## config.mk

```make
export PLATFORM = sky130hd
export DESIGN_NAME = io_expander_shadow_update_controller
export DESIGN_NICKNAME = d
export VERILOG_FILES = /design/src/hdl/iox_pkg.sv /design/src/hdl/iox_regs.sv /design/src/hdl/iox_dp.sv /design/src/hdl/iox_ctrl.sv /design/src/hdl/io_expander_shadow_update_controller.sv
export VERILOG_INCLUDE_DIRS = /design/src /design/src/hdl
export SDC_FILE = /design/constraint.sdc
export NUM_CORES = 1
export LEC_CHECK = 0
export ABC_AREA = 1
export BUFFER_PORTS_ARGS = -buffer_cell sky130_fd_sc_hd__buf_2
export CAP_MARGIN = 25
export CORE_MARGIN = 5
export CORE_UTILIZATION = 51
export DETAILED_ROUTE_END_ITERATION = 12
export GPL_TIMING_DRIVEN = 0
export PLACE_DENSITY_LB_ADDON = 0.05
export SLEW_MARGIN = 15
export SYNTH_ARGS = -nofsm -noshare
export SYNTH_HDL_FRONTEND = slang
export SYNTH_HIERARCHICAL = 1
export SYNTH_SLANG_ARGS = --single-unit
```

## constraint.sdc

```tcl
create_clock -name clk_i -period 8.2 [get_ports clk_i]
set_input_delay 1.64 -clock clk_i [delete_from_list [all_inputs] [get_ports clk_i]]
set_output_delay 1.64 -clock clk_i [all_outputs]
set_load 0.01 [all_outputs]
```

## src/hdl/io_expander_shadow_update_controller_macros.svh

```systemverilog
// Assertion shorthands used by the expander controller (iox_ctrl).
`ifndef IO_EXPANDER_SHADOW_UPDATE_CONTROLLER_MACROS_SVH
`define IO_EXPANDER_SHADOW_UPDATE_CONTROLLER_MACROS_SVH

// Same-cycle implication, checked outside reset.
`define IOX_ASSERT_IMPL(lbl, clk, rstn, ante, cons) \
  lbl: assert property (@(posedge clk) disable iff (!rstn) (ante) |-> (cons)) \
    else $error("iox assertion failed");

// Next-cycle implication, checked outside reset.
`define IOX_ASSERT_NEXT(lbl, clk, rstn, ante, cons) \
  lbl: assert property (@(posedge clk) disable iff (!rstn) (ante) |=> (cons)) \
    else $error("iox assertion failed");

`endif

```

## src/hdl/iox_pkg.sv

```systemverilog
package iox_pkg;

  localparam int unsigned EXPANDERS_DEF = 7;
  localparam int unsigned SETUP_WRITES  = 8;

  localparam logic [6:0]  ACTIVE_RST  = 7'h7F;
  localparam logic [15:0] TIMEOUT_RST = 16'd100;
  localparam logic [6:0]  BASE_RST    = 7'h20;
  localparam logic [7:0]  INIT_A_RST  = 8'h00;
  localparam logic [7:0]  INIT_B_RST  = 8'hFF;

  localparam logic [7:0] REG_OLAT_PAIR = 8'h14;

  typedef enum logic [2:0] {
    CMD_LOAD, CMD_SEND, CMD_SELFCFG, CMD_PROCESS, CMD_SNAPSHOT
  } cmd_e;

  typedef enum logic [2:0] {
    ST_OK, ST_BUSY, ST_INVALID, ST_ERROR, ST_NOT_READY
  } status_e;

  typedef enum logic [2:0] {
    PH_IDLE, PH_QUEUING, PH_WAITING, PH_READY, PH_FAILED
  } phase_e;

  typedef enum logic [3:0] {
    S_IDLE, S_DISPATCH, S_PROC, S_SETUP, S_WAIT, S_READYCHK, S_RETRYCHK, S_OLAT, S_REPLY
  } state_e;

  typedef enum logic [3:0] {
    OP_NONE, OP_LATCH, OP_LOAD, OP_CFG_START, OP_PRECOUNT, OP_SETUP, OP_WAIT,
    OP_READYCHK, OP_OLAT_BEGIN, OP_OLAT, OP_REPLY
  } op_e;

  typedef enum logic [2:0] {
    REG_ACTIVE_MASK, REG_TIMEOUT, REG_BASE_ADDR, REG_INIT_A, REG_INIT_B
  } reg_e;

  typedef struct packed {
    logic [6:0]  active_mask;
    logic [15:0] timeout_ticks;
    logic [6:0]  base_addr;
    logic [7:0]  init_a;
    logic [7:0]  init_b;
  } cfg_t;

  typedef struct packed {
    logic [2:0]  cmd;
    logic [2:0]  idx;
    logic        port;
    logic [2:0]  bidx;
    logic        bval;
    logic [31:0] now;
    logic [5:0]  space;
    logic [1:0]  refusal;
    logic        qdone;
    logic [1:0]  tstat;
    logic [1:0]  setup;
  } in_t;

  typedef struct packed {
    logic       kind;
    logic [6:0] dev;
    logic [7:0] reg_addr;
    logic [7:0] b1;
    logic [7:0] b2;
    logic [1:0] cnt;
    status_e    st;
    logic       ready;
    logic       last;
  } out_t;

  typedef struct packed {
    op_e     op;
    logic    retry;
    logic    set_st;
    status_e st;
  } dp_cmd_t;

  typedef struct packed {
    cmd_e   cmd;
    logic   idx_valid;
    phase_e phase;
    logic   ready;
    logic   setup_nz;
    logic   space_zero;
    logic   ce_done;
    logic   ce_active;
    logic   walk_done;
    logic   walk_hit;
    logic   pending_nz;
    logic   retry_nz;
    logic   qdone;
    logic   tstat_nz;
    logic   out_free;
  } dp_stat_t;

  // Register written by each set-up step; the last step is the latch pair.
  function automatic logic [7:0] setup_reg(input logic [2:0] k);
    logic [7:0] r;
    case (k)
      3'd0:    r = 8'h0A;
      3'd1:    r = 8'h00;
      3'd2:    r = 8'h02;
      3'd3:    r = 8'h04;
      3'd4:    r = 8'h06;
      3'd5:    r = 8'h08;
      3'd6:    r = 8'h0C;
      default: r = REG_OLAT_PAIR;
    endcase
    return r;
  endfunction

  function automatic status_e refusal_status(input logic [1:0] code);
    status_e s;
    case (code)
      2'd0:    s = ST_BUSY;
      2'd1:    s = ST_INVALID;
      default: s = ST_ERROR;
    endcase
    return s;
  endfunction

endpackage

```

## src/hdl/iox_regs.sv

```systemverilog
module iox_regs
  import iox_pkg::*;
(
  input  logic        clk_i,
  input  logic        rst_ni,
  input  logic        psel,
  input  logic        penable,
  input  logic        pwrite,
  input  logic [4:0]  paddr,
  input  logic [31:0] pwdata,
  output logic [31:0] prdata,
  output logic        pready,
  output cfg_t        cfg_o
);

  cfg_t cfg_q;
  logic wr;

  assign pready = 1'b1;
  assign wr     = psel && penable && pwrite;
  assign cfg_o  = cfg_q;

  always_ff @(posedge clk_i or negedge rst_ni) begin
    if (!rst_ni) begin
      cfg_q.active_mask   <= ACTIVE_RST;
      cfg_q.timeout_ticks <= TIMEOUT_RST;
      cfg_q.base_addr     <= BASE_RST;
      cfg_q.init_a        <= INIT_A_RST;
      cfg_q.init_b        <= INIT_B_RST;
    end else if (wr) begin
      case (reg_e'(paddr[4:2]))
        REG_ACTIVE_MASK: cfg_q.active_mask   <= pwdata[6:0];
        REG_TIMEOUT:     cfg_q.timeout_ticks <= pwdata[15:0];
        REG_BASE_ADDR:   cfg_q.base_addr     <= pwdata[6:0];
        REG_INIT_A:      cfg_q.init_a        <= pwdata[7:0];
        REG_INIT_B:      cfg_q.init_b        <= pwdata[7:0];
        default: ;
      endcase
    end
  end

  always_comb begin
    case (reg_e'(paddr[4:2]))
      REG_ACTIVE_MASK: prdata = {25'd0, cfg_q.active_mask};
      REG_TIMEOUT:     prdata = {16'd0, cfg_q.timeout_ticks};
      REG_BASE_ADDR:   prdata = {25'd0, cfg_q.base_addr};
      REG_INIT_A:      prdata = {24'd0, cfg_q.init_a};
      REG_INIT_B:      prdata = {24'd0, cfg_q.init_b};
      default:         prdata = 32'd0;
    endcase
  end

endmodule

```

## src/hdl/iox_dp.sv

```systemverilog
module iox_dp
  import iox_pkg::*;
#(
  parameter int unsigned EXPANDERS = EXPANDERS_DEF
) (
  input  logic     clk_i,
  input  logic     rst_ni,
  input  in_t      in_i,
  input  cfg_t     cfg_i,
  input  dp_cmd_t  cmd_i,
  output dp_stat_t stat_o,
  output logic     out_valid_o,
  input  logic     out_ready_i,
  output out_t     out_o
);

  localparam int unsigned IW = (EXPANDERS > 1) ? $clog2(EXPANDERS) : 1;
  localparam int unsigned CW = $clog2(EXPANDERS + 1);
  localparam int unsigned RW = $clog2(EXPANDERS * SETUP_WRITES + 1);
  localparam logic [CW-1:0] EXP_C = CW'(EXPANDERS);

  logic [15:0]          shadow_q    [EXPANDERS];
  logic [15:0]          submitted_q [EXPANDERS];
  logic [EXPANDERS-1:0] dirty_q, pending_q, retry_q;
  phase_e               phase_q;
  logic [CW-1:0]        ce_q, wi_q;
  logic [2:0]           cs_q;
  logic                 ready_q, armed_q, ready_fin_q, retry_mode_q;
  logic                 sel_ce_q, sel_wi_q;
  logic [31:0]          dstart_q;
  logic [5:0]           space_q;
  status_e              st_q;
  in_t                  in_q;
  logic                 out_valid_q;
  out_t                 out_q, out_d;

  logic [7:0]           mask8;
  logic [EXPANDERS-1:0] act, src, wbit;
  logic [3:0]           rd4;
  logic [IW-1:0]        rd_idx, ce_idx, wi_idx;
  logic [15:0]          sh_rd, sub_rd, bit_m, load_v, olat_v;
  logic                 idx_valid, ce_done, ce_active, walk_done, walk_hit;
  logic                 expired, out_free, need_setup, need_olat;
  logic                 emit_setup, emit_olat, emit_reply, snap;
  logic [RW-1:0]        remaining;
  logic [6:0]           dev_ce, dev_wi;
  status_e              ref_st;

  assign mask8  = {1'b0, cfg_i.active_mask};
  assign act    = mask8[EXPANDERS-1:0];
  assign src    = retry_mode_q ? retry_q : dirty_q;

  // One read address for both copies: walk counter, config cursor or target.
  assign rd4    = sel_ce_q ? 4'(ce_q) : (sel_wi_q ? 4'(wi_q) : {1'b0, in_q.idx});
  assign rd_idx = rd4[IW-1:0];
  assign ce_idx = ce_q[IW-1:0];
  assign wi_idx = wi_q[IW-1:0];
  assign sh_rd  = shadow_q[rd_idx];
  assign sub_rd = submitted_q[rd_idx];

  assign idx_valid = {1'b0, in_q.idx} < 4'(EXPANDERS);
  assign ce_done   = ce_q == EXP_C;
  assign ce_active = !ce_done && act[ce_idx];
  assign walk_done = wi_q == EXP_C;
  assign walk_hit  = !walk_done && src[wi_idx] && act[wi_idx];
  assign expired   = armed_q && ((in_q.now - dstart_q) >= {16'd0, cfg_i.timeout_ticks});
  assign out_free  = !out_valid_q || out_ready_i;
  assign ref_st    = refusal_status(in_q.refusal);

  assign bit_m  = 16'd1 << {in_q.port, in_q.bidx};
  assign load_v = in_q.bval ? (sh_rd | bit_m) : (sh_rd & ~bit_m);
  assign olat_v = retry_mode_q ? sub_rd : sh_rd;
  assign dev_ce = cfg_i.base_addr + 7'(ce_q);
  assign dev_wi = cfg_i.base_addr + 7'(wi_q);

  always_comb begin
    wbit         = '0;
    wbit[wi_idx] = 1'b1;
  end

  // Set-up writes still owed, counted from the cursor.
  always_comb begin
    remaining = '0;
    for (int e = 0; e < EXPANDERS; e++) begin
      if (CW'(e) >= ce_q && act[e]) remaining = remaining + RW'(SETUP_WRITES);
    end
    if (ce_active) remaining = remaining - RW'(cs_q);
  end

  assign need_setup = !ce_done && ce_active && space_q != 6'd0;
  assign need_olat  = walk_hit && space_q != 6'd0;
  assign emit_setup = cmd_i.op == OP_SETUP && need_setup;
  assign emit_olat  = cmd_i.op == OP_OLAT && need_olat;
  assign emit_reply = cmd_i.op == OP_REPLY;
  assign snap       = in_q.cmd == CMD_SNAPSHOT && idx_valid;

  always_comb begin
    out_d = '0;
    if (emit_setup) begin
      out_d.dev      = dev_ce;
      out_d.reg_addr = setup_reg(cs_q);
      out_d.b1       = (cs_q == 3'd7) ? sh_rd[7:0] : 8'd0;
      out_d.b2       = (cs_q == 3'd7) ? sh_rd[15:8] : 8'd0;
      out_d.cnt      = (cs_q == 3'd0) ? 2'd2 : 2'd3;
      out_d.st       = ST_OK;
      out_d.ready    = ready_fin_q;
    end else if (emit_olat) begin
      out_d.dev      = dev_wi;
      out_d.reg_addr = REG_OLAT_PAIR;
      out_d.b1       = olat_v[7:0];
      out_d.b2       = olat_v[15:8];
      out_d.cnt      = 2'd3;
      out_d.st       = ST_OK;
      out_d.ready    = ready_q;
    end else begin
      out_d.kind  = 1'b1;
      out_d.dev   = snap ? cfg_i.base_addr + 7'(in_q.idx) : 7'd0;
      out_d.b1    = snap ? sh_rd[7:0] : 8'd0;
      out_d.b2    = snap ? sh_rd[15:8] : 8'd0;
      out_d.st    = st_q;
      out_d.ready = ready_q;
      out_d.last  = 1'b1;
    end
  end

  always_ff @(posedge clk_i) begin
    if (cmd_i.op == OP_LATCH) in_q <= in_i;
    if (emit_setup || emit_olat || emit_reply) out_q <= out_d;
  end

  always_ff @(posedge clk_i or negedge rst_ni) begin
    if (!rst_ni) begin
      for (int e = 0; e < EXPANDERS; e++) begin
        shadow_q[e]    <= {INIT_B_RST, INIT_A_RST};
        submitted_q[e] <= {INIT_B_RST, INIT_A_RST};
      end
      dirty_q      <= '0;
      pending_q    <= '0;
      retry_q      <= '0;
      phase_q      <= PH_IDLE;
      ce_q         <= '0;
      cs_q         <= '0;
      wi_q         <= '0;
      ready_q      <= 1'b0;
      armed_q      <= 1'b0;
      dstart_q     <= '0;
      ready_fin_q  <= 1'b0;
      retry_mode_q <= 1'b0;
      sel_ce_q     <= 1'b0;
      sel_wi_q     <= 1'b0;
      space_q      <= '0;
      st_q         <= ST_OK;
      out_valid_q  <= 1'b0;
    end else begin
      if (emit_setup || emit_olat || emit_reply) out_valid_q <= 1'b1;
      else if (out_ready_i) out_valid_q <= 1'b0;
      if (cmd_i.set_st) st_q <= cmd_i.st;
      case (cmd_i.op)
        OP_LATCH: begin
          space_q  <= in_i.space;
          sel_ce_q <= 1'b0;
          sel_wi_q <= 1'b0;
        end
        OP_LOAD: begin
          shadow_q[rd_idx] <= load_v;
          if (load_v != sh_rd) dirty_q[rd_idx] <= 1'b1;
        end
        OP_CFG_START: begin
          ready_q <= 1'b0;
          if (in_q.setup != 2'd0) begin
            phase_q <= PH_IDLE;
            if (phase_q == PH_FAILED) armed_q <= 1'b0;
            st_q <= status_e'({1'b0, in_q.setup});
          end else begin
            for (int e = 0; e < EXPANDERS; e++) begin
              shadow_q[e]    <= {cfg_i.init_b, cfg_i.init_a};
              submitted_q[e] <= {cfg_i.init_b, cfg_i.init_a};
            end
            dirty_q   <= '0;
            pending_q <= '0;
            retry_q   <= '0;
            armed_q   <= 1'b0;
            ce_q      <= '0;
            cs_q      <= '0;
            phase_q   <= PH_QUEUING;
          end
        end
        OP_PRECOUNT: begin
          // Ready comes up in this beat only if every owed write fits and the queue drains.
          ready_fin_q <= (8'(remaining) <= 8'(space_q)) && in_q.qdone && in_q.tstat == 2'd0;
          sel_ce_q    <= 1'b1;
        end
        OP_SETUP: begin
          if (ce_done) begin
            phase_q <= PH_WAITING;
          end else if (!ce_active) begin
            ce_q <= ce_q + CW'(1);
            cs_q <= '0;
          end else if (space_q == 6'd0) begin
            if (ref_st != ST_BUSY) begin
              st_q    <= ref_st;
              phase_q <= PH_FAILED;
            end else if (expired) begin
              armed_q <= 1'b0;
              phase_q <= PH_FAILED;
              ready_q <= 1'b0;
              st_q    <= ST_ERROR;
            end else begin
              st_q <= ref_st;
            end
          end else begin
            space_q  <= space_q - 6'd1;
            dstart_q <= in_q.now;
            armed_q  <= 1'b1;
            cs_q     <= cs_q + 3'd1;
            if (cs_q == 3'd7) ce_q <= ce_q + CW'(1);
          end
        end
        OP_WAIT: begin
          if (!in_q.qdone) begin
            if (expired) begin
              armed_q <= 1'b0;
              phase_q <= PH_FAILED;
              ready_q <= 1'b0;
              st_q    <= ST_ERROR;
            end else begin
              st_q <= ST_BUSY;
            end
          end else begin
            armed_q <= 1'b0;
            if (in_q.tstat != 2'd0) begin
              phase_q <= PH_FAILED;
              ready_q <= 1'b0;
              st_q    <= status_e'({1'b0, in_q.tstat});
            end else begin
              phase_q <= PH_READY;
              ready_q <= 1'b1;
              st_q    <= ST_OK;
            end
          end
        end
        OP_READYCHK: begin
          if (pending_q != '0) begin
            if (!in_q.qdone) begin
              if (expired) begin
                armed_q   <= 1'b0;
                retry_q   <= retry_q | pending_q;
                pending_q <= '0;
                st_q      <= ST_ERROR;
              end else begin
                st_q <= ST_OK;
              end
            end else begin
              armed_q   <= 1'b0;
              pending_q <= '0;
              if (in_q.tstat != 2'd0) begin
                retry_q <= retry_q | pending_q;
                st_q    <= status_e'({1'b0, in_q.tstat});
              end
            end
          end
        end
        OP_OLAT_BEGIN: begin
          wi_q         <= '0;
          retry_mode_q <= cmd_i.retry;
          sel_wi_q     <= 1'b1;
        end
        OP_OLAT: begin
          if (!walk_hit) begin
            wi_q <= wi_q + CW'(1);
          end else if (space_q == 6'd0) begin
            st_q <= ref_st;
          end else begin
            space_q   <= space_q - 6'd1;
            dstart_q  <= in_q.now;
            armed_q   <= 1'b1;
            retry_q   <= retry_q & ~wbit;
            pending_q <= pending_q | wbit;
            if (!retry_mode_q) begin
              submitted_q[rd_idx] <= sh_rd;
              dirty_q             <= dirty_q & ~wbit;
            end
            wi_q <= wi_q + CW'(1);
          end
        end
        default: ;
      endcase
    end
  end

  assign out_valid_o = out_valid_q;
  assign out_o       = out_q;

  always_comb begin
    stat_o            = '0;
    stat_o.cmd        = cmd_e'(in_q.cmd);
    stat_o.idx_valid  = idx_valid;
    stat_o.phase      = phase_q;
    stat_o.ready      = ready_q;
    stat_o.setup_nz   = in_q.setup != 2'd0;
    stat_o.space_zero = space_q == 6'd0;
    stat_o.ce_done    = ce_done;
    stat_o.ce_active  = ce_active;
    stat_o.walk_done  = walk_done;
    stat_o.walk_hit   = walk_hit;
    stat_o.pending_nz = pending_q != '0;
    stat_o.retry_nz   = retry_q != '0;
    stat_o.qdone      = in_q.qdone;
    stat_o.tstat_nz   = in_q.tstat != 2'd0;
    stat_o.out_free   = out_free;
  end

endmodule

```

## src/hdl/iox_ctrl.sv

```systemverilog
`include "io_expander_shadow_update_controller_macros.svh"

module iox_ctrl
  import iox_pkg::*;
(
  input  logic     clk_i,
  input  logic     rst_ni,
  input  logic     s_valid_i,
  output logic     s_ready_o,
  input  dp_stat_t stat_i,
  output dp_cmd_t  cmd_o
);

  state_e state_q, state_d;

  always_ff @(posedge clk_i or negedge rst_ni) begin
    if (!rst_ni) begin
      state_q <= S_IDLE;
    end else begin
      state_q <= state_d;
    end
  end

  always_comb begin
    state_d = state_q;
    case (state_q)
      S_IDLE: begin
        if (s_valid_i) state_d = S_DISPATCH;
      end
      S_DISPATCH: begin
        case (stat_i.cmd)
          CMD_SEND: state_d = stat_i.ready ? S_OLAT : S_REPLY;
          CMD_SELFCFG: begin
            if (stat_i.phase == PH_READY) state_d = S_REPLY;
            else if (stat_i.phase inside {PH_QUEUING, PH_WAITING}) state_d = S_PROC;
            else state_d = stat_i.setup_nz ? S_REPLY : S_PROC;
          end
          CMD_PROCESS: state_d = S_PROC;
          default:     state_d = S_REPLY;
        endcase
      end
      S_PROC: begin
        case (stat_i.phase)
          PH_QUEUING: state_d = S_SETUP;
          PH_WAITING: state_d = S_WAIT;
          PH_READY:   state_d = S_READYCHK;
          default:    state_d = S_REPLY;
        endcase
      end
      S_SETUP: begin
        if (stat_i.ce_done) state_d = S_WAIT;
        else if (stat_i.ce_active && stat_i.space_zero) state_d = S_REPLY;
      end
      S_WAIT: state_d = S_REPLY;
      S_READYCHK: begin
        if (stat_i.pending_nz && (!stat_i.qdone || stat_i.tstat_nz)) state_d = S_REPLY;
        else state_d = S_RETRYCHK;
      end
      S_RETRYCHK: state_d = stat_i.retry_nz ? S_OLAT : S_REPLY;
      S_OLAT: begin
        if (stat_i.walk_done) state_d = S_REPLY;
        else if (stat_i.walk_hit && stat_i.space_zero) state_d = S_REPLY;
      end
      S_REPLY: begin
        if (stat_i.out_free) state_d = S_IDLE;
      end
      default: state_d = S_IDLE;
    endcase
  end

  always_comb begin
    s_ready_o    = 1'b0;
    cmd_o        = '0;
    cmd_o.op     = OP_NONE;
    cmd_o.st     = ST_OK;
    case (state_q)
      S_IDLE: begin
        s_ready_o = 1'b1;
        if (s_valid_i) cmd_o.op = OP_LATCH;
      end
      S_DISPATCH: begin
        case (stat_i.cmd)
          CMD_LOAD: begin
            cmd_o.op     = stat_i.idx_valid ? OP_LOAD : OP_NONE;
            cmd_o.set_st = 1'b1;
            cmd_o.st     = stat_i.idx_valid ? ST_OK : ST_INVALID;
          end
          CMD_SEND: begin
            if (stat_i.ready) begin
              cmd_o.op = OP_OLAT_BEGIN;
            end else begin
              cmd_o.set_st = 1'b1;
              cmd_o.st     = ST_NOT_READY;
            end
          end
          CMD_SELFCFG: begin
            if (stat_i.phase == PH_READY) begin
              cmd_o.set_st = 1'b1;
            end else if (!(stat_i.phase inside {PH_QUEUING, PH_WAITING})) begin
              cmd_o.op = OP_CFG_START;
            end
          end
          CMD_PROCESS: ;
          CMD_SNAPSHOT: begin
            cmd_o.set_st = 1'b1;
            cmd_o.st     = stat_i.idx_valid ? ST_OK : ST_INVALID;
          end
          default: begin
            cmd_o.set_st = 1'b1;
            cmd_o.st     = ST_INVALID;
          end
        endcase
      end
      S_PROC: begin
        case (stat_i.phase)
          PH_QUEUING: cmd_o.op = OP_PRECOUNT;
          PH_WAITING, PH_READY: ;
          PH_FAILED: begin
            cmd_o.set_st = 1'b1;
            cmd_o.st     = ST_ERROR;
          end
          default: begin
            cmd_o.set_st = 1'b1;
            cmd_o.st     = ST_NOT_READY;
          end
        endcase
      end
      S_SETUP: begin
        // Hold a step that emits until the output register frees up.
        if (stat_i.ce_done || !stat_i.ce_active || stat_i.space_zero || stat_i.out_free)
          cmd_o.op = OP_SETUP;
      end
      S_WAIT:     cmd_o.op = OP_WAIT;
      S_READYCHK: cmd_o.op = OP_READYCHK;
      S_RETRYCHK: begin
        if (stat_i.retry_nz) begin
          cmd_o.op    = OP_OLAT_BEGIN;
          cmd_o.retry = 1'b1;
        end else begin
          cmd_o.set_st = 1'b1;
        end
      end
      S_OLAT: begin
        if (stat_i.walk_done) begin
          cmd_o.set_st = 1'b1;
        end else if (!stat_i.walk_hit || stat_i.space_zero || stat_i.out_free) begin
          cmd_o.op = OP_OLAT;
        end
      end
      S_REPLY: begin
        if (stat_i.out_free) cmd_o.op = OP_REPLY;
      end
      default: ;
    endcase
  end

  `IOX_ASSERT_NEXT(a_accept_dispatch, clk_i, rst_ni, s_valid_i && s_ready_o, state_q == S_DISPATCH)
  `IOX_ASSERT_IMPL(a_reply_free, clk_i, rst_ni, cmd_o.op == OP_REPLY, stat_i.out_free)
  `IOX_ASSERT_IMPL(a_setup_phase, clk_i, rst_ni, state_q == S_SETUP, stat_i.phase == PH_QUEUING)
  `IOX_ASSERT_NEXT(a_reply_idle, clk_i, rst_ni, state_q == S_REPLY && stat_i.out_free, state_q == S_IDLE)

endmodule

```

## src/hdl/io_expander_shadow_update_controller.sv

```systemverilog
// Shadow update controller for a set of two-port bus I/O expanders.
// Input beats on s_axis carry one command (tuser) with its operands and the
// bus queue status sampled for that command (tdata). Each command yields zero
// or more bus write beats (tuser 0) and then exactly one status reply beat
// (tuser 1, tlast 1) on m_axis.
// Sequence: a command is taken into the input register and decoded the next
// cycle; a simple command (bit load, snapshot, unknown code) then has its reply
// written to the output register, and the next beat is taken once the sequencer
// is back in idle. Each walked expander slot or set-up write adds a sequencer
// step before the reply.
// The sequencer handles one command at a time.
// Stall: a stalled m_axis holds the output register and the sequencer waits
// at the next write or reply; nothing is dropped.
// Reset: configuration registers return to defaults, shadows to port A 0x00
// and port B 0xFF, dirty/pending/retry masks clear, expanders unconfigured.
// Configuration sits on the APB port, one register per word address.
module io_expander_shadow_update_controller
  import iox_pkg::*;
#(
  parameter int unsigned EXPANDERS = EXPANDERS_DEF
) (
  input  logic        clk_i,
  input  logic        rst_ni,
  input  logic        s_axis_tvalid,
  output logic        s_axis_tready,
  // target index, port, bit number, bit level, now_tick, queue_space,
  // refusal_code, queue_done, transfer_status, setup_status, zero pad
  input  logic [55:0] s_axis_tdata,
  // command
  input  logic [2:0]  s_axis_tuser,
  output logic        m_axis_tvalid,
  input  logic        m_axis_tready,
  // device_address, target register, first_byte, second_byte, byte_count,
  // status, ready_res, zero pad
  output logic [39:0] m_axis_tdata,
  // kind
  output logic [0:0]  m_axis_tuser,
  output logic        m_axis_tlast,
  input  logic        psel,
  input  logic        penable,
  input  logic        pwrite,
  input  logic [4:0]  paddr,
  input  logic [31:0] pwdata,
  output logic [31:0] prdata,
  output logic        pready
);

  cfg_t     cfg;
  in_t      in_beat;
  dp_cmd_t  dp_cmd;
  dp_stat_t dp_stat;
  out_t     out_beat;

  // Unpack the input beat.
  always_comb begin
    in_beat.cmd     = s_axis_tuser;
    in_beat.idx     = s_axis_tdata[2:0];
    in_beat.port    = s_axis_tdata[3];
    in_beat.bidx    = s_axis_tdata[6:4];
    in_beat.bval    = s_axis_tdata[7];
    in_beat.now     = s_axis_tdata[39:8];
    in_beat.space   = s_axis_tdata[45:40];
    in_beat.refusal = s_axis_tdata[47:46];
    in_beat.qdone   = s_axis_tdata[48];
    in_beat.tstat   = s_axis_tdata[50:49];
    in_beat.setup   = s_axis_tdata[52:51];
  end

  iox_regs u_regs (
    .clk_i   (clk_i),
    .rst_ni  (rst_ni),
    .psel    (psel),
    .penable (penable),
    .pwrite  (pwrite),
    .paddr   (paddr),
    .pwdata  (pwdata),
    .prdata  (prdata),
    .pready  (pready),
    .cfg_o   (cfg)
  );

  iox_ctrl u_ctrl (
    .clk_i     (clk_i),
    .rst_ni    (rst_ni),
    .s_valid_i (s_axis_tvalid),
    .s_ready_o (s_axis_tready),
    .stat_i    (dp_stat),
    .cmd_o     (dp_cmd)
  );

  iox_dp #(
    .EXPANDERS (EXPANDERS)
  ) u_dp (
    .clk_i       (clk_i),
    .rst_ni      (rst_ni),
    .in_i        (in_beat),
    .cfg_i       (cfg),
    .cmd_i       (dp_cmd),
    .stat_o      (dp_stat),
    .out_valid_o (m_axis_tvalid),
    .out_ready_i (m_axis_tready),
    .out_o       (out_beat)
  );

  // Pack the result beat, lowest field first.
  assign m_axis_tdata = {3'd0, out_beat.ready, out_beat.st, out_beat.cnt, out_beat.b2,
                         out_beat.b1, out_beat.reg_addr, out_beat.dev};
  assign m_axis_tuser = out_beat.kind;
  assign m_axis_tlast = out_beat.last;

endmodule
```

# After elaboration in Yosys (flattened, before gate mapping)
# Cells that the tools add are included.
# Widths: inputs -> output; s select.
# op_classes
addsub,15
mux,187
n_eq_ne,65
order_cmp,17
shift,1
reduce_logical,91
bitwise_logic,10
# ops
operator,n
$mux 112,4
$pmux 112 s2,2
$bwmux 112,2
$mux 7,19
$mux 16,8
$mux 32,4
$mux 3,34
$bmux 16 s3,2
$pmux 16 s5,1
$mux 4,19
$pmux 4 s9,2
$mux 6,11
$pmux 32 s2,1
$pmux 7 s3,3
$demux 16 s3,1
$mux 37,1
$pmux 4 s3,3
$pmux 5 s7,1
$mux 1,34
$eq 4x3->1 const B,8
$ge 32x16->1,1
$mux 8,4
$sub 32x32->32,1
$add 6x4->6 const B,5
70 further kinds,215
# word_totals
input_bits,103
ff_bits,443
word_cells,441

# Logic depth before layout (Yosys ltp)
# Gate-level depths: netlist (run 1).
# logic_depth
word_depth,20
depth_mapped,29
depth_no_buf,29

# Hierarchy
# The synthesis (run 1) kept the hierarchy.
# by_module_without_submodules
module,area_each_um2,seq_area_each_um2,n_inst,cells_each
iox_dp,24090.6,10294.9,1,3196
iox_regs,2426.1,1174.9,1,301
iox_ctrl,614.3,100.1,1,113
io_expander_shadow_update_controller,26.3,0.0,1,4

# Worst setup path before layout (run 1)
# OpenSTA, ideal clock, no wires.
# synth_timing
path_kind,register to register
from,"reg u_dp.ce_q[1], in the netlist u_dp/ce_idx[1]"
to,reg u_dp.ready_fin_q
path_slack_ps,3573
arrival_time_ps,4509
path_stages_with_launch,29
synth_period_minus_slack_ps,4627
required_ps,8082
path_cell_list,dfrtp_1 buf_4 inv_1 ha_1 a21oi_1 nor3_1 inv_1 ha_1 xnor2_2 ha_1 mux2_2 ha_1 nand2_1 nand2_1 ha_1 nor2_1 a31oi_1 ha_1 inv_1 nor2_1 xnor2_1 xnor2_1 xor2_1 ha_1 nand2_1 o221ai_1 o21ai_0 nand3_1 nand2_1
# synth_via
elab_chain_len,20
# synth_rtl
item,line,text
from (decl),iox_dp.sv:26,"logic [CW-1:0] ce_q, wi_q;"
from (signal assigned),iox_dp.sv:197,ce_q <= ce_q + CW'(1);
from (signal assigned),iox_dp.sv:216,if (cs_q == 3'd7) ce_q <= ce_q + CW'(1);
$ge 1x3->1,iox_dp.sv:85,if (CW'(e) >= ce_q && act[e]) remaining = remaining + RW'(SETUP_WRITES);
$logic_and 1x1->1,iox_dp.sv:85,
$mux 4,iox_dp.sv:85,
$add 4x4->5,iox_dp.sv:85,
$mux 6,iox_dp.sv:85,
$add 6x4->6,iox_dp.sv:85,
$mux 6,iox_dp.sv:85,
$add 6x4->6,iox_dp.sv:85,
(+3 left out),--,
$add 6x4->6,iox_dp.sv:85,
$mux 6,iox_dp.sv:85,
$add 6x4->6,iox_dp.sv:85,
$mux 6,iox_dp.sv:85,
$sub 6x3->6,iox_dp.sv:87,if (ce_active) remaining = remaining - RW'(cs_q);
$mux 6,iox_dp.sv:87,
$le 6x6->1,iox_dp.sv:190,ready_fin_q <= (8'(remaining) <= 8'(space_q)) && in_q.qdone && in_q.tstat == 2'd0;
$logic_and 1x1->1 (2 in a row),iox_dp.sv:190,
to (signal assigned),iox_dp.sv:147,ready_fin_q <= 1'b0;
to (signal assigned),iox_dp.sv:190,
to (decl),iox_dp.sv:28,"logic ready_q, armed_q, ready_fin_q, retry_mode_q;"
# Several ways; a longest one is shown, not always the timed one. The select of a mux whose other input is x is not followed.
# A chain may end at the register's enable or synchronous reset.

==> flow_summary.toml, run 1 <==
[sta]
slew_headroom = 0.301
clock_skew_ps = 14.5
tightest_slew_ps = 1040
min_period_over_period = 0.665
rsz0062_at_grt = "no"
fin_crit_ps = 5450
hold_violations = 0
drv_slew = 0
whs_ps = 486
fmax_mhz = 183
setup_viol_count_final = 0
layout_setup_ws_ps = 2750

[cells_and_area]
n_fill_cell = 4992
drive_gt1_frac = 0.153
layout_common_cells = "1067 x nand2_1, 412 x inv_1, 329 x nor2_1, 277 x o21ai_0, 224 x dfrtp_1"
nNetsFinal = 4013
final_common_cell = "nand2_1"
area_delta_synth_final_pct = 12.8
num_antenna_cells = 0
final_area_sq_um = 30600

[cts]
tritoncts = "yes"
clk_path_buf_depth = 3
post_cts_resized = 0
h-tree-depth = 2
cts_made_buffers = 50
cts_root_buf = "clkbuf_16"
holdBufCountCts = 0
cts_sinks = 439
cts_setup_buffers = 0
path_clk_slew_ps = 60
insertion_delay_ps = 610

[placement]
place_congestion = 1.02
portBuffers = 133
dp_hpwl_mm = 71.9
dpl_worst_slack_ps = 2370
placed_cell_area_sq_um = 28900

[global_routing]
antenna_found_initial = 1
grt_pass1_wl_mm = 148
grt_start_max_net_pins = 98
grt_use_total = 0.331
grt_overflow = 0
grt_pass1_vias = 25200

[setup_path]
cp_common_cell = "nor2_1"
cp_data_arrival_time_ps = 5970
cp_data_required_time_ps = 8720
start_kind = "flip-flop"
crit_fanout = 10
critPathKind = "flip-flop to flip-flop"
critPathSlowestCell = "clkbuf_1"
critPathCaptureType = "flip-flop"
cp_cell_sequence = "inv_1 > nand2_1 > nor2_1 > a22oi_1 > o21ai_1 > nor2_1 > nand2_1 > nand2_1 > inv_2 > buf_4 > a21oi_1 > nand2_1 > nand4_1 > nor2_1 > nand2_1 > nor2_2 > inv_1 > nor2_1 > nor2_1 > a21oi_1 > clkbuf_1 > nor2_1 > a31oi_1"
cp_num_buf_inv = 5
max_stage_delay_ps = 830
crit_family = "simple AND/OR/NAND/NOR gates"

[route]
drt_iter0_drc = 3004
vias = 26600
vias_per_cell = 5.83
drc = 0
wl_mm = 98.1
first_pass_iters = 8
wire_per_inst_um = 21.5
ant_nets = 0

[synth]
netlist-cell-type-count = 72
synth_top_area_share = 0.206
synth_top_area_cell = "dfrtp_1"
synth_area_leaders = "dfrtp_1 21%, nand2_1 15%, dfstp_2 13%"
synthCells = 3614
postSynth.asyncResetShare = 0.809
yosysWarnings = 6
synth_seq_area_share = 0.426
synth_flop_cell = "dfrtp_1"
syn_area_sq_um = 27200
syn_avg_cell_area_sq_um = 7.51
ys_seq_elements = 439
synth_edf_count = 84

[die]
initial_core_util = 0.516
row_count = 84
die_w_um = 241
coreArea_sq_um = 52700
die-height_um = 241
die_area_sq_um = 58000
io_pins = 180

[pwr]
powerDensity_nw_per_um2 = 436
finalPower_w = 0.0133
p_leak_nw = 14.3
ir_worst_vdd_mv = 0.293

[job]
drv_cap = 0

[status]
status = "complete, no violations"

[hold_path]
hold_path.class = "flip-flop to flip-flop"
[synthesized netlist by cell type, drive strengths merged, types with 5 or more instances]
cell,n
clkbuf,51
o21bai,15
a31oi,121
nand4,40
dfstp,131
o221ai,6
dfrtp,224
nand2,1085
buf,117
o211ai,23
o31ai,5
nand3b,7
o22ai,31
o41ai,6
o21a,24
o21ai,335
edfxtp,84
nor3,33
mux2,26
ha,82
inv,445
a22oi,10
nor2,348
xnor2,11
xor2,29
a21oi,105
nand3,167
a21boi,6
[power breakdown]
part | internal [W] | switching, W
combinational | 0.00210 | 0.00503
clock | 0.00140 | 0.000974
sequential | 0.00330 | 0.000539
total | 0.00680 | 0.00655
[final cells by class]
type / count / area [sq um] / area share
Inverter: 446 / 1680 / 0.0549
Clock buffer: 58 / 1300 / 0.0425
Tap cell: 688 / 861 / 0.0281
Sequential cell: 439 / 11600 / 0.378
Multi-Input combinational cell: 2581 / 13000 / 0.425
Timing Repair Buffer: 138 / 813 / 0.0266
Clock inverter: 36 / 410 / 0.0134
Buffer: 168 / 966 / 0.0315
[sequential cells by signal (all words and copies together) (netlist names), 3 cells and up]
name	count
u_dp/retry_q	7
u_regs/cfg_o	46
u_dp/shadow_q	112
u_ctrl/state_q	4
u_dp/stat_o	4
u_dp/dstart_q	32
u_dp/submitted_q	112
u_dp/phase_q	3
u_dp/space_q	6
u_dp/out_o	34
u_dp/in_q	46
u_dp/ce_idx	3
u_dp/st_q	3
u_dp/pending_q	7
u_dp/wi_idx	3
u_dp/cs_q	3
u_dp/dirty_q	7
[kinds of logic after synthesis]
group / after synthesis / synth area share
simple gates: 1695 / 0.257
buf+inv: 614 / 0.0974
fa+ha+maj: 86 / 0.0407
mux: 27 / 0.0111
compound gates: 709 / 0.153
xor+xnor: 40 / 0.0143
other cells: 4 / 0.000553
flops: 439 / 0.426
[through the flow]
stage	utilization	instances	setup TNS, ps
after global placement	0.546	4455	-315790
after global routing	0.582	4554	0
after floorplan	-	3634	0
after detailed placement	0.549	4460	0
after CTS	0.582	4554	0
final	0.582	4554	0
[worst paths after layout]
path	start	end	slack (ps)	cells after the start
max in group asynchronous	rst_ni	u_dp/shadow_q[57]$_DFFE_PN1P_	6160	3
hold reg to reg	u_regs/cfg_o[29]$_DFFE_PN1P_	u_regs/cfg_o[29]$_DFFE_PN1P_	490	2
hold / removal	u_regs/cfg_o[29]$_DFFE_PN1P_	u_regs/cfg_o[29]$_DFFE_PN1P_	490	2
min in group asynchronous	rst_ni	u_dp/submitted_q[65]$_DFFE_PN0P_	930	1
setup / recovery	u_dp/wi_idx[2]$_DFFE_PN0P_	u_dp/shadow_q[71]$_DFFE_PN0P_	2750	23
setup reg to reg	u_dp/wi_idx[2]$_DFFE_PN0P_	u_dp/shadow_q[71]$_DFFE_PN0P_	2750	23
[routing by layer]
| layer | GRT usage | part of all wire | vias to the layer above |
|---|---|---|---|
| met4 | 0.167 | 0.061 | 2 |
| met5 | 0 | 0.00014 | - |
| met3 | 0.0694 | 0.10 | 352 |
| li1 | - | - | 12200 |
| met2 | 0.497 | 0.43 | 1504 |
| met1 | 0.455 | 0.41 | 12500 |
[worst register-to-register path: stages, from the launching register on]
cell	delay, ps
dfrtp_1	480
inv_1	150
nand2_1	80
nor2_1	410
a22oi_1	130
o21ai_1	110
nor2_1	60
nand2_1	70
nand2_1	110
inv_2	110
buf_4	110
a21oi_1	60
nand2_1	80
nand4_1	140
nor2_1	170
nand2_1	100
nor2_2	560
inv_1	190
nor2_1	410
nor2_1	250
a21oi_1	480
clkbuf_1	830
nor2_1	100
a31oi_1	180
No activity file was read; power rests on OpenSTA's default activity.
==> inputs of run 2 (changes only) <==
Clock period 8.2 ns to 5.2 ns, I/O delays scaled along.
==> run 2 against run 1 <==
  * Cell area rose by 0.42%
  * Sequential cell count unchanged
  * Routed wire length about the same
  * Combinational power increased by 60%
  * Maximum frequency up 5.8%
  * Clock skew up 3.3 ps
  * Power grew 58%
  * Cell count grew 0.15%
  * Global-route usage stayed put
  * Via count grew 0.17%
==> flow_summary.toml, run 2 (synthesis results as in run 1) <==
[setup_path]
r2r_cells = 26
cp_data_arrival_time_ps = 5490
crit_family = "simple AND/OR/NAND/NOR gates"
start_kind = "flip-flop"
cp_num_buf_inv = 8
cp_common_cell = "nand2_1"
rr_startpoint = "u_dp/wi_idx[2]$_DFFE_PN0P_"
r2r-end = "u_dp/out_o[12]$_DFFE_PP_"
max_stage_delay_ps = 480
cp_data_required_time_ps = 5530
cp.depth = 26
critPathSlowestCell = "dfrtp_1"
crit_fanout = 10
critPathCaptureType = "flip-flop"
critPathKind = "flip-flop to flip-flop"
reg2reg_slack_ps = 40

[pwr]
clkPwrFrac = 0.176
p_sw_frac = 0.490
power_switching_w = 0.0104
ir_worst_vdd_mv = 0.478
p_comb_frac = 0.537
p_leak_nw = 14.4
finalPower_w = 0.0211
powerDensity_nw_per_um2 = 687
p_int_w = 0.0108
power_frac_seq = 0.286

[sta]
layout_setup_ws_ps = 42.7
drv_slew = 0
tightest_slew_ps = 1110
fin_crit_ps = 5160
fmax_mhz = 194
slew_headroom = 0.248
hold_violations = 0
clock_skew_ps = 17.7
setup_viol_count_final = 0
min_period_over_period = 0.992

[route]
drt_iter0_drc = 2823
wire_per_inst_um = 21.5
vias = 26600
ant_nets = 0
vias_per_cell = 5.83
drc = 0
first_pass_iters = 9
wl_mm = 98.2

[die]
row_count = 84
initial_core_util = 0.516
io_pins = 180
die_area_sq_um = 58000
die-height_um = 241
die_w_um = 241
coreArea_sq_um = 52700

[placement]
dp_hpwl_mm = 71.9
dpl_worst_slack_ps = -71.8
place_congestion = 1.02
portBuffers = 133

[global_routing]
grt_start_max_net_pins = 98
grt_pass1_wl_mm = 148
grt_use_total = 0.331
gr-usage-met3 = 0.0694
grt_overflow = 0
grt-busiest-layer = "met2"
grt.met2_usage = 0.497
antenna_found_initial = 1
grt_pass1_vias = 25200
use_met1 = 0.455

[cts]
path_clk_slew_ps = 60
cts_made_buffers = 50
holdBufCountCts = 0
insertion_delay_ps = 610
cts_sinks = 439
clk_path_buf_depth = 3
h-tree-depth = 2
tritoncts = "yes"
cts_root_buf = "clkbuf_16"

[job]
drv_cap = 0

[cells_and_area]
num_antenna_cells = 0
area_delta_synth_final_pct = 13.2
final_common_cell = "nand2_1"
drive_gt1_frac = 0.160
largest_registers = "u_dp/shadow_q (112), u_dp/submitted_q (112)"
n_fill_cell = 4974
fin_util = 0.584
nNetsFinal = 4020
layout_common_cells = "1066 x nand2_1, 409 x inv_1, 328 x nor2_1, 275 x o21ai_0, 223 x dfrtp_1"

[hold_path]
hold_path.class = "input port to asynchronous set/reset pin"

[status]
status = "complete, no violations"
-- run 2: changes by cell type in the layout (fill, tap and decap cells not counted), sizes merged --
| cell | before | now |
|---|---|---|
| buf | 255 | 262 |
| clkinvlp | 6 | 7 |
| inv | 448 | 446 |
| clkinv | 20 | 21 |
-- run 2: layout make-up --
| cell class | count | area [sq um] | area share |
|---|---|---|---|
| Multi-Input combinational cell | 2581 | 13100 | 0.425 |
| Sequential cell | 439 | 11600 | 0.376 |
| Inverter | 446 | 1690 | 0.0548 |
| Clock buffer | 58 | 1300 | 0.0424 |
| Buffer | 168 | 978 | 0.0318 |
| Timing Repair Buffer | 145 | 866 | 0.0282 |
| Tap cell | 688 | 861 | 0.0280 |
| Clock inverter | 36 | 410 | 0.0133 |
-- run 2: worst max path at each step --
stage	slack, ps	startpoint	to
finish	40	u_dp/wi_idx[2]$_DFFE_PN0P_	u_dp/out_o[12]$_DFFE_PP_
global route	-50	u_dp/ce_idx[1]$_DFFE_PN0P_	u_dp/ready_fin_q$_DFFE_PN0P_
CTS	20	u_dp/wi_idx[1]$_DFFE_PN0P_	u_dp/out_o[16]$_DFFE_PP_
detailed placement	-70	u_dp/wi_idx[2]$_DFFE_PN0P_	u_dp/shadow_q[75]$_DFFE_PN1P_
global placement	-3860	rst_ni	u_dp/dstart_q[8]$_DFFE_PN0P_
floorplan	570	u_dp/ce_idx[1]$_DFFE_PN0P_	u_dp/ready_fin_q$_DFFE_PN0P_
-- run 2: worst register-to-register path: stages (launching register included) --
cell     delay, ps
dfrtp_1        480
inv_1          150
nand2_1         90
nor2_1         290
inv_1          160
o22ai_1        150
nor4_1          60
nand2_1        120
inv_2           70
buf_4          130
a21oi_1        140
nand2_1         80
nand4_1        230
inv_2          110
nor2_1         130
inv_1           90
nor2_1         140
nand2_1        200
nor2_4         350
inv_2          180
nand2_2        260
nor2_2         120
a21oi_1        350
o21ai_2        280
buf_6          230
nand2_1        160
nand2_1        130
-- run 2: metal layers --
layer / wire length [um] / vias to the layer above
li1: - / 12200
met4: 6010 / 2
met5: 14 / -
met1: 40500 / 12600
met2: 41900 / 1421
met3: 9780 / 338
-- run 2: what timing repair did --
action	4_1_cts	5_1_grt
pin swaps	0	9
gates resized for setup	4	30
buffers inserted	0	7
endpoints found under the setup margin	42	116
-- run 2: through the flow --
step	area (sq um)	hold WS (ps)	cells	setup TNS [ps]
2_1_floorplan	27200	449	3634	0
3_3_place_gp	28800	466	4455	-1073880
3_5_place_dp	28900	478	4460	-1170
4_1_cts	30600	303	4554	0
5_1_grt	30800	338	4561	-48.8
6_report	30800	331	4561	0
-- run 2: power by group through the flow --
stage / registers, W / logic [W] / clock network (W)
2_1_floorplan: 0.00578 / 0.00749 / 0
3_3_place_gp: 0.00606 / 0.0107 / 0
3_5_place_dp: 0.00608 / 0.0109 / 0
4_1_cts: 0.00603 / 0.0110 / 0.00380
5_1_grt: 0.00617 / 0.0124 / 0.00394
6_report: 0.00605 / 0.0114 / 0.00373
